==> config.mk <==
export PLATFORM = sky130hd
export DESIGN_NAME = serial_line_editor_echo_core
export DESIGN_NICKNAME = d
export VERILOG_FILES = /design/src/sle_pkg.sv /design/src/sle_front.sv /design/src/sle_queue.sv /design/src/sle_back.sv /design/src/serial_line_editor_echo_core.sv
export SDC_FILE = /design/constraint.sdc
export NUM_CORES = 1
export LEC_CHECK = 0
export ABC_AREA = 1
export BUFFER_PORTS_ARGS = -buffer_cell sky130_fd_sc_hd__buf_2
export CORE_AREA = 5 5 203 205
export DETAILED_ROUTE_END_ITERATION = 6
export DIE_AREA = 0 0 208 210
export RECOVER_POWER = 100
export SYNTH_ARGS = -nofsm -noshare
export SYNTH_HDL_FRONTEND = slang
export SYNTH_SLANG_ARGS = --single-unit
==> constraint.sdc <==
create_clock -name clk -period 2.9 [get_ports clk]
set_clock_uncertainty 0.2 [all_clocks]
set_input_delay 0.435 -clock clk [delete_from_list [all_inputs] [get_ports clk]]
set_output_delay 0.435 -clock clk [all_outputs]
set_load 0.02 [all_outputs]
==> src/sle_pkg.sv <==
`default_nettype none
// ----------------------------------------------------------------------------
// sle_pkg
// Shared types, character codes and the report text of the line editor.
// ----------------------------------------------------------------------------
package sle_pkg;

  localparam int LINE_CAPACITY_DEF = 32;
  localparam int QUEUE_DEPTH = 2;

  localparam logic [7:0] CHAR_BS  = 8'h08;
  localparam logic [7:0] CHAR_LF  = 8'h0A;
  localparam logic [7:0] CHAR_CR  = 8'h0D;
  localparam logic [7:0] CHAR_SP  = 8'h20;
  localparam logic [7:0] CHAR_DEL = 8'h7F;

  // Fixed bytes at the head of a line report: CR LF and "Received: ".
  localparam int HEAD_LEN = 12;

  typedef enum logic [1:0] {
    OP_APPEND = 2'd0,
    OP_ERASE  = 2'd1,
    OP_LINE   = 2'd2
  } op_t;

  typedef struct packed {
    op_t        op;
    logic [7:0] data;
  } cmd_t;

  function automatic logic [7:0] head_char(input logic [3:0] idx);
    logic [7:0] c;
    case (idx)
      4'd0:    c = CHAR_CR;
      4'd1:    c = CHAR_LF;
      4'd2:    c = 8'h52; // R
      4'd3:    c = 8'h65; // e
      4'd4:    c = 8'h63; // c
      4'd5:    c = 8'h65; // e
      4'd6:    c = 8'h69; // i
      4'd7:    c = 8'h76; // v
      4'd8:    c = 8'h65; // e
      4'd9:    c = 8'h64; // d
      4'd10:   c = 8'h3A; // :
      4'd11:   c = CHAR_SP;
      default: c = CHAR_SP;
    endcase
    return c;
  endfunction

endpackage
`default_nettype wire

==> src/sle_front.sv <==
`default_nettype none
// ----------------------------------------------------------------------------
// sle_front
// Accept received bytes, classify them and hand commands to the queue.
// ----------------------------------------------------------------------------
module sle_front (
  input  wire logic          in_valid,
  output logic               in_stall,
  input  wire logic [7:0]    in_rx_byte,
  input  wire logic          q_full,
  output logic               q_push,
  output sle_pkg::cmd_t      q_cmd
);

  logic keep;

  always_comb begin
    keep        = 1'b1;
    q_cmd.data  = in_rx_byte;
    q_cmd.op    = sle_pkg::OP_APPEND;
    if (in_rx_byte == sle_pkg::CHAR_CR || in_rx_byte == sle_pkg::CHAR_LF) begin
      q_cmd.op = sle_pkg::OP_LINE;
    end else if (in_rx_byte == sle_pkg::CHAR_BS || in_rx_byte == sle_pkg::CHAR_DEL) begin
      q_cmd.op = sle_pkg::OP_ERASE;
    end else if (in_rx_byte >= sle_pkg::CHAR_SP && in_rx_byte < sle_pkg::CHAR_DEL) begin
      q_cmd.op = sle_pkg::OP_APPEND;
    end else begin
      // drop other control bytes and high bytes
      keep = 1'b0;
    end
  end

  assign in_stall = q_full;
  assign q_push   = in_valid && !q_full && keep;

endmodule
`default_nettype wire

==> src/sle_queue.sv <==
`default_nettype none
// ----------------------------------------------------------------------------
// sle_queue
// Short command queue between the classifier and the sequencer.
// ----------------------------------------------------------------------------
module sle_queue (
  input  wire logic          clk,
  input  wire logic          rst_n,
  input  wire logic          push,
  input  wire sle_pkg::cmd_t push_cmd,
  output logic               full,
  input  wire logic          pop,
  output logic               empty,
  output sle_pkg::cmd_t      head_cmd
);

  localparam int DEPTH = sle_pkg::QUEUE_DEPTH;
  localparam int PTR_W = (DEPTH > 1) ? $clog2(DEPTH) : 1;
  localparam int CNT_W = $clog2(DEPTH + 1);

  sle_pkg::cmd_t          slot_r [DEPTH];
  logic [PTR_W-1:0]       wr_ptr_r, wr_ptr_nxt;
  logic [PTR_W-1:0]       rd_ptr_r, rd_ptr_nxt;
  logic [CNT_W-1:0]       count_r, count_nxt;

  assign full     = (count_r == CNT_W'(DEPTH));
  assign empty    = (count_r == '0);
  assign head_cmd = slot_r[rd_ptr_r];

  always_comb begin
    wr_ptr_nxt = wr_ptr_r;
    rd_ptr_nxt = rd_ptr_r;
    count_nxt  = count_r;
    if (push) begin
      wr_ptr_nxt = (wr_ptr_r == PTR_W'(DEPTH - 1)) ? '0 : wr_ptr_r + 1'b1;
    end
    if (pop) begin
      rd_ptr_nxt = (rd_ptr_r == PTR_W'(DEPTH - 1)) ? '0 : rd_ptr_r + 1'b1;
    end
    if (push && !pop) begin
      count_nxt = count_r + 1'b1;
    end else if (pop && !push) begin
      count_nxt = count_r - 1'b1;
    end
  end

  always_ff @(posedge clk) begin
    if (!rst_n) begin
      wr_ptr_r <= '0;
      rd_ptr_r <= '0;
      count_r  <= '0;
    end else begin
      wr_ptr_r <= wr_ptr_nxt;
      rd_ptr_r <= rd_ptr_nxt;
      count_r  <= count_nxt;
    end
  end

  always_ff @(posedge clk) begin
    if (push) begin
      slot_r[wr_ptr_r] <= push_cmd;
    end
  end

endmodule
`default_nettype wire

==> src/sle_back.sv <==
`default_nettype none
// ----------------------------------------------------------------------------
// sle_back
// Execute commands: keep the line store and fill count, emit reply bytes.
// ----------------------------------------------------------------------------
module sle_back #(
  parameter int LINE_CAPACITY = sle_pkg::LINE_CAPACITY_DEF
) (
  input  wire logic          clk,
  input  wire logic          rst_n,
  input  wire logic          q_empty,
  input  wire sle_pkg::cmd_t q_cmd,
  output logic               q_pop,
  output logic               out_valid,
  input  wire logic          out_stall,
  output logic [7:0]         out_tx_byte,
  output logic               out_last,
  output logic               out_led_toggle
);

  localparam int ADDR_W = (LINE_CAPACITY > 1) ? $clog2(LINE_CAPACITY) : 1;
  localparam int POS_W  = $clog2(sle_pkg::HEAD_LEN + 2 + LINE_CAPACITY);

  localparam logic ST_IDLE = 1'b0;
  localparam logic ST_RUN  = 1'b1;

  logic [7:0]        mem [LINE_CAPACITY];
  logic [7:0]        mem_q;

  logic              state_r, state_nxt;
  sle_pkg::op_t      op_r, op_nxt;
  logic [7:0]        ch_r, ch_nxt;
  logic [POS_W-1:0]  pos_r, pos_nxt;
  logic [ADDR_W-1:0] fill_r, fill_nxt;
  logic [ADDR_W-1:0] rd_ptr_r, rd_ptr_nxt;
  logic              out_valid_r;
  logic [7:0]        out_byte_r;
  logic              out_last_r, out_led_r;

  logic              load;
  logic              wr_en;
  logic [7:0]        byte_sel;
  logic              last_sel, led_sel, store_sel;
  logic [POS_W-1:0]  fill_ext;

  assign fill_ext = POS_W'(fill_r);
  assign load     = !out_valid_r || !out_stall;
  assign q_pop    = (state_r == ST_IDLE) && !q_empty;

  always_comb begin
    byte_sel  = ch_r;
    last_sel  = 1'b0;
    led_sel   = 1'b0;
    store_sel = 1'b0;
    case (op_r)
      sle_pkg::OP_APPEND: begin
        byte_sel = ch_r;
        last_sel = 1'b1;
      end
      sle_pkg::OP_ERASE: begin
        byte_sel = (pos_r == POS_W'(1)) ? sle_pkg::CHAR_SP : sle_pkg::CHAR_BS;
        last_sel = (pos_r == POS_W'(2));
      end
      sle_pkg::OP_LINE: begin
        if (pos_r < POS_W'(sle_pkg::HEAD_LEN)) begin
          byte_sel = sle_pkg::head_char(pos_r[3:0]);
        end else if (pos_r < POS_W'(sle_pkg::HEAD_LEN) + fill_ext) begin
          byte_sel  = mem_q;
          store_sel = 1'b1;
        end else if (pos_r == POS_W'(sle_pkg::HEAD_LEN) + fill_ext) begin
          byte_sel = sle_pkg::CHAR_CR;
        end else begin
          byte_sel = sle_pkg::CHAR_LF;
          last_sel = 1'b1;
          led_sel  = 1'b1;
        end
      end
      default: begin
        byte_sel = ch_r;
        last_sel = 1'b1;
      end
    endcase
  end

  always_comb begin
    state_nxt  = state_r;
    op_nxt     = op_r;
    ch_nxt     = ch_r;
    pos_nxt    = pos_r;
    fill_nxt   = fill_r;
    rd_ptr_nxt = rd_ptr_r;
    wr_en      = 1'b0;
    case (state_r)
      ST_IDLE: begin
        if (!q_empty) begin
          op_nxt  = q_cmd.op;
          ch_nxt  = q_cmd.data;
          pos_nxt = '0;
          case (q_cmd.op)
            sle_pkg::OP_APPEND: begin
              // drop the byte when the line already holds LINE_CAPACITY - 1 bytes
              if (fill_r < ADDR_W'(LINE_CAPACITY - 1)) begin
                wr_en     = 1'b1;
                fill_nxt  = fill_r + 1'b1;
                state_nxt = ST_RUN;
              end
            end
            sle_pkg::OP_ERASE: begin
              if (fill_r != '0) begin
                fill_nxt  = fill_r - 1'b1;
                state_nxt = ST_RUN;
              end
            end
            sle_pkg::OP_LINE: begin
              state_nxt = ST_RUN;
            end
            default: begin
              state_nxt = ST_IDLE;
            end
          endcase
        end
      end
      ST_RUN: begin
        if (load) begin
          pos_nxt = pos_r + 1'b1;
          if (store_sel) begin
            rd_ptr_nxt = rd_ptr_r + 1'b1;
          end
          if (last_sel) begin
            state_nxt = ST_IDLE;
            if (op_r == sle_pkg::OP_LINE) begin
              fill_nxt   = '0;
              rd_ptr_nxt = '0;
            end
          end
        end
      end
      default: begin
        state_nxt = ST_IDLE;
      end
    endcase
  end

  always_ff @(posedge clk) begin
    if (!rst_n) begin
      state_r     <= ST_IDLE;
      fill_r      <= '0;
      rd_ptr_r    <= '0;
      out_valid_r <= 1'b0;
    end else begin
      state_r  <= state_nxt;
      fill_r   <= fill_nxt;
      rd_ptr_r <= rd_ptr_nxt;
      if (state_r == ST_RUN && load) begin
        out_valid_r <= 1'b1;
      end else if (!out_stall) begin
        out_valid_r <= 1'b0;
      end
    end
  end

  always_ff @(posedge clk) begin
    op_r  <= op_nxt;
    ch_r  <= ch_nxt;
    pos_r <= pos_nxt;
    if (state_r == ST_RUN && load) begin
      out_byte_r <= byte_sel;
      out_last_r <= last_sel;
      out_led_r  <= led_sel;
    end
  end

  // Line store: one write port, one registered read port that prefetches.
  always_ff @(posedge clk) begin
    if (wr_en) begin
      mem[fill_r] <= q_cmd.data;
    end
    mem_q <= mem[rd_ptr_nxt];
  end

  assign out_valid      = out_valid_r;
  assign out_tx_byte    = out_byte_r;
  assign out_last       = out_last_r;
  assign out_led_toggle = out_led_r;

endmodule
`default_nettype wire

==> src/serial_line_editor_echo_core.sv <==
`default_nettype none
// ----------------------------------------------------------------------------
// serial_line_editor_echo_core
// Serial console line editor with echo, erase and completed-line report.
// ----------------------------------------------------------------------------
// Path: an accepted byte passes the queue slot, the sequencer's command registers
//   and the output registers before its first reply byte shows on out_*.
// Replies: set by the reply sequencer, a run goes out at one byte per cycle while
//   out_stall is low, once the sequencer has taken its command from the queue.
// Reset: synchronous, active low; clears the fill count, the queue and the
//   output valid. The line store is not cleared and is read only where written.
// ----------------------------------------------------------------------------
module serial_line_editor_echo_core #(
  parameter int LINE_CAPACITY = sle_pkg::LINE_CAPACITY_DEF
) (
  input  wire logic       clk,
  input  wire logic       rst_n,
  input  wire logic       in_valid,
  output logic            in_stall,
  input  wire logic [7:0] in_rx_byte,
  output logic            out_valid,
  input  wire logic       out_stall,
  output logic [7:0]      out_tx_byte,
  output logic            out_last,
  output logic            out_led_toggle
);

  // Front to queue.
  logic          q_push;
  sle_pkg::cmd_t q_push_cmd;
  logic          q_full;
  // Queue to back.
  logic          q_pop;
  logic          q_empty;
  sle_pkg::cmd_t q_head_cmd;

  // Classify each item; ignored bytes are accepted and dropped here.
  sle_front u_front (
    .in_valid   (in_valid),
    .in_stall   (in_stall),
    .in_rx_byte (in_rx_byte),
    .q_full     (q_full),
    .q_push     (q_push),
    .q_cmd      (q_push_cmd)
  );

  // Hold commands while the sequencer is busy with a reply.
  sle_queue u_queue (
    .clk      (clk),
    .rst_n    (rst_n),
    .push     (q_push),
    .push_cmd (q_push_cmd),
    .full     (q_full),
    .pop      (q_pop),
    .empty    (q_empty),
    .head_cmd (q_head_cmd)
  );

  // Update the line and advance through the reply bytes, one per cycle while out_stall is low.
  sle_back #(
    .LINE_CAPACITY (LINE_CAPACITY)
  ) u_back (
    .clk            (clk),
    .rst_n          (rst_n),
    .q_empty        (q_empty),
    .q_cmd          (q_head_cmd),
    .q_pop          (q_pop),
    .out_valid      (out_valid),
    .out_stall      (out_stall),
    .out_tx_byte    (out_tx_byte),
    .out_last       (out_last),
    .out_led_toggle (out_led_toggle)
  );

endmodule
`default_nettype wire
==> metrics.log <==
INFO  metric outcome = finished, violations left
INFO  metric failed_checks = setup timing
INFO  metric global_route_wire_length_before_repair = 60,040 microns
INFO  metric p_per_area = 895.6 nW/um^2
INFO  metric insertion_delay = 0.52 ns
INFO  metric cts_max_level = 2
INFO  metric clock_sinks = 334
INFO  metric finalWirelength = 40,110 microns
INFO  metric detail_route.wl_per_cell = 18.95 microns
INFO  metric tightestPinTransition = 0.8874 ns
INFO  metric min_delay_src = out_stall
INFO  metric critical_path.startpoint = u_back.fill_r[2]$_SDFFE_PN0P_
INFO  metric worst-path-max-fanout = 12
INFO  metric setup_total_negative_slack = -2.129 ns
INFO  metric initial_standard_cell_utilization_of_the_core = 38.16%
INFO  metric dieWidth = 208 microns
INFO  metric internal_power = 0.01108 W
INFO  metric mappedNetlistArea = 14,990 sq um
INFO  metric final_hold_viol_count = 0
INFO  metric vias_per_cell = 5.069
INFO  metric ys_seq_elements = 334
INFO  metric timing.final.ws_setup = -0.2376 ns
INFO  metric share_comb_of_total_power = 35.9%
INFO  metric timing.slew.headroom = 40.84%
INFO  metric cts_max_path_buffers = 3
INFO  metric worst_hold_slack = 0.02072 ns
INFO  metric dp_hpwl = 23,830 microns
INFO  metric io-pin-count = 24
INFO  metric clock_tree_from_tritoncts = done
INFO  metric fp.dieH = 210 microns
INFO  metric timing.critical_path.from_type = flop
INFO  metric final-max-slew-violation-count = 0
INFO  metric synth_area_per_cell = 10.61 sq um
INFO  metric largest_net_degree_at_the_start_of_global_routing = 40
INFO  metric pwr-share-clk = 27.1%
INFO  metric antenna_violating_nets_post_route = 0
INFO  metric fin_crit_sh = 108.2%
INFO  metric post_synth_inst_count = 1,412
INFO  metric ys_warn_count = 0
INFO  metric drc = 0
INFO  metric antenna_found_initial = 1
INFO  metric floorplan.core_area = 39,280 sq um
INFO  metric cts.reportedPaths.clkPinSlew = 0.06 ns
INFO  metric final_net_count = 1,599
INFO  metric worst_ep_arrival_time = 3.36 ns
INFO  metric power.share.switching = 34.53%
INFO  metric p_switching = 0.005842 W
INFO  metric slack_of_the_worst_reg_to_reg_path = -0.24 ns
INFO  metric synthToLayoutAreaGrowth = 26.05%
INFO  metric cts_inserted_buffers = 37
INFO  metric place_inst = 2,012
INFO  metric dr.first_iter.drc_count = 957
INFO  metric global_route.overflow_total = 0
INFO  metric dp_worst_setup_slack = -0.4273 ns
INFO  metric timing.setup.critical_path_class = reg2reg
INFO  metric post_route_cells_drive_above_1_share = 21.23%
INFO  metric cp_data_required_time = 3.12 ns
INFO  metric report.final.setup_viol = 31
INFO  metric ys_seq_area_share = 64.79%
INFO  metric first_global_vias = 10,460
INFO  metric antenna-diode-count = 0
INFO  metric setup.worst_path.end_class = flop
INFO  metric row_count = 73
INFO  metric timing.fmax = 318.7 MHz
INFO  metric dominantRegCellSynth = sky130_fd_sc_hd__edfxtp_1
INFO  metric cap_viol_max_count = 0
INFO  metric via_count = 10,730
INFO  metric netlist-cell-type-count = 44
INFO  metric drtPass1Iterations = 5
INFO  metric rsz0062_at_grt = true
INFO  metric synth_edf_count = 302
INFO  metric fp.dieArea = 43,680 sq um
INFO  metric asyncSetResetFlopFracSynth = 0%
INFO  metric critical_path.reg2reg.startpoint = u_back.fill_r[2]$_SDFFE_PN0P_
INFO  metric globalplace.congestion = 0.8647
INFO  metric p_seq_share = 37.0%
INFO  metric globalRouteTotalUtil = 17.32%
INFO  metric p_leak = 7.547 nW
INFO  metric vdd_drop_max = 423.5 uV
INFO  metric final_standard_cell_count_with_taps_included_and_fillers_excluded = 2,117
INFO  metric min_path_type = in2reg
INFO  metric port-buffer-count = 23
INFO  metric cts-root-buf = sky130_fd_sc_hd__clkbuf_16
INFO  metric final_period_minus_worst_setup_slack = 3.138 ns
==> cell usage after synthesis, types with 6 or more instances <==
cell	instances	area share, %
sky130_fd_sc_hd__nand2_1	379	9.5
sky130_fd_sc_hd__edfxtp_1	302	61
sky130_fd_sc_hd__nand3_1	256	8.5
sky130_fd_sc_hd__inv_1	113	2.8
sky130_fd_sc_hd__nor2_1	69	1.7
sky130_fd_sc_hd__nand3b_1	56	2.8
sky130_fd_sc_hd__buf_2	44	1.5
sky130_fd_sc_hd__dfxtp_1	32	4.3
sky130_fd_sc_hd__a21oi_1	23	0.77
sky130_fd_sc_hd__buf_4	22	1.1
sky130_fd_sc_hd__ha_1	22	1.8
sky130_fd_sc_hd__o21ai_0	22	0.73
sky130_fd_sc_hd__inv_2	8	0.20
sky130_fd_sc_hd__mux2_2	8	0.60
sky130_fd_sc_hd__nor3_1	6	0.20
==> worst max-delay path, stage by stage (launching register included) <==
cell                       delay (ns)
sky130_fd_sc_hd__dfxtp_2         0.33
sky130_fd_sc_hd__inv_2           0.05
sky130_fd_sc_hd__ha_4            0.15
sky130_fd_sc_hd__xor2_1          0.13
sky130_fd_sc_hd__ha_1            0.30
sky130_fd_sc_hd__nand2_2         0.10
sky130_fd_sc_hd__inv_2           0.07
sky130_fd_sc_hd__a21oi_4         0.17
sky130_fd_sc_hd__nand3_2         0.11
sky130_fd_sc_hd__nor2_4          0.15
sky130_fd_sc_hd__nand3_2         0.08
sky130_fd_sc_hd__nand2_2         0.09
sky130_fd_sc_hd__clkinv_4        0.09
sky130_fd_sc_hd__nand2_8         0.13
sky130_fd_sc_hd__buf_12          0.16
sky130_fd_sc_hd__buf_16          0.15
sky130_fd_sc_hd__nand2_1         0.06
sky130_fd_sc_hd__nand3_1         0.09
sky130_fd_sc_hd__nand3_1         0.13
sky130_fd_sc_hd__nand3_1         0.10
sky130_fd_sc_hd__nand2_1         0.06
sky130_fd_sc_hd__nand2_1         0.06
sky130_fd_sc_hd__nand2_1         0.05
==> repair_timing <==
item,4_1_cts,5_1_grt
buffers inserted,12,5
hold endpoints to repair,20,0
hold buffers,9,0
endpoints found under the setup margin,9,11
pin swaps,12,27
gates cloned,6,8
resized for setup,60,91
==> logic make-up after synthesis <==
| kind of cell | after synthesis | share of synthesized area [%] |
|---|---|---|
| AOI/OAI and AO/OA | 60 | 2.355 |
| xor gates and xnor gates | 6 | 0.3507 |
| adders and majority gates | 23 | 1.970 |
| buffers and inverters | 192 | 5.877 |
| DFF | 334 | 64.79 |
| muxes | 8 | 0.6011 |
| other | 1 | 0.02502 |
| and+or+nand+nor | 788 | 24.04 |
==> path summary, 6_finish.rpt <==
check / to / cells after the start
worst max register to register: u_back.mem_q[3]$_DFF_P_ / 22
worst max-delay path: u_back.mem_q[3]$_DFF_P_ / 22
worst min register to register: u_queue.rd_ptr_r$_SDFFE_PN0P_ / 1
worst min-delay path: u_back.out_valid$_SDFFE_PN0P_ / 3
==> placed cells by master (no fill, tap or decap), types with 3 or more instances in the layout <==
cell type / count
sky130_fd_sc_hd__a21oi_1: 22
sky130_fd_sc_hd__a221oi_1: 3
sky130_fd_sc_hd__buf_12: 21
sky130_fd_sc_hd__buf_16: 6
sky130_fd_sc_hd__buf_2: 14
sky130_fd_sc_hd__buf_4: 94
sky130_fd_sc_hd__buf_6: 9
sky130_fd_sc_hd__buf_8: 4
sky130_fd_sc_hd__bufinv_16: 3
sky130_fd_sc_hd__clkbuf_1: 22
sky130_fd_sc_hd__clkbuf_16: 45
sky130_fd_sc_hd__clkbuf_8: 3
sky130_fd_sc_hd__clkinv_1: 7
sky130_fd_sc_hd__clkinv_2: 3
sky130_fd_sc_hd__conb_1: 8
sky130_fd_sc_hd__dfxtp_1: 30
sky130_fd_sc_hd__dlygate4sd3_1: 9
sky130_fd_sc_hd__edfxtp_1: 302
sky130_fd_sc_hd__ha_1: 20
sky130_fd_sc_hd__inv_1: 110
sky130_fd_sc_hd__inv_2: 8
sky130_fd_sc_hd__mux2_2: 8
sky130_fd_sc_hd__nand2_1: 358
sky130_fd_sc_hd__nand2_2: 22
sky130_fd_sc_hd__nand2_4: 3
sky130_fd_sc_hd__nand3_1: 190
sky130_fd_sc_hd__nand3_2: 57
sky130_fd_sc_hd__nand3_4: 11
sky130_fd_sc_hd__nand3b_1: 56
sky130_fd_sc_hd__nand4_1: 3
sky130_fd_sc_hd__nor2_1: 66
sky130_fd_sc_hd__nor2_4: 5
sky130_fd_sc_hd__nor3_1: 6
sky130_fd_sc_hd__o21ai_0: 21
sky130_fd_sc_hd__xnor2_1: 3
sky130_fd_sc_hd__xor2_1: 3
==> routing by layer <==
layer,up-vias,global-route usage [%],part of all wire [%]
met5,-,0,0
met4,0,4.530,2.3
met3,64,2.649,5.6
met2,332,29.17,49
met1,5185,23.73,43
li1,5151,-,-
==> state kept, by name (all words and copies together), names as in the netlist, 5 cells and up, named ones only <==
name / count
u_back.ch_r: 8
u_back.fill_r: 5
u_back.mem: 256
u_back.mem_q: 8
u_back.out_tx_byte: 8
u_back.pos_r: 6
u_back.rd_ptr_r: 5
u_queue.slot_r: 20
==> layout make-up <==
class,instances,area (sq um)
clock inverters,16,162.7
repair buffers,177,1866
multi-input cells,893,4995
well taps,525,656.9
flip-flops and latches,334,9712
clock buffers,51,1030
inverters,121,469.2
fillers,3535,20380
==> power by group through the flow <==
stage / clock network, W / logic, W / registers [W]
after detailed placement: 0 / 0.00507 / 0.00636
after global routing: 0.00489 / 0.00665 / 0.00629
after floorplan: 0 / 0.00309 / 0.00634
after global placement: 0 / 0.00501 / 0.00636
after CTS: 0.00468 / 0.00556 / 0.00627
final: 0.00458 / 0.00607 / 0.00626
==> stage by stage <==
step	instance area, sq um	util, %	total power, W
2_1_floorplan	15020	-	0.009431
5_1_grt	18890	48.10	0.01784
3_3_place_gp	16450	41.88	0.01137
6_report	18890	48.10	0.01692
4_1_cts	18270	46.52	0.01651
3_5_place_dp	16450	41.88	0.01143
(Power assumes the default switching activity.)
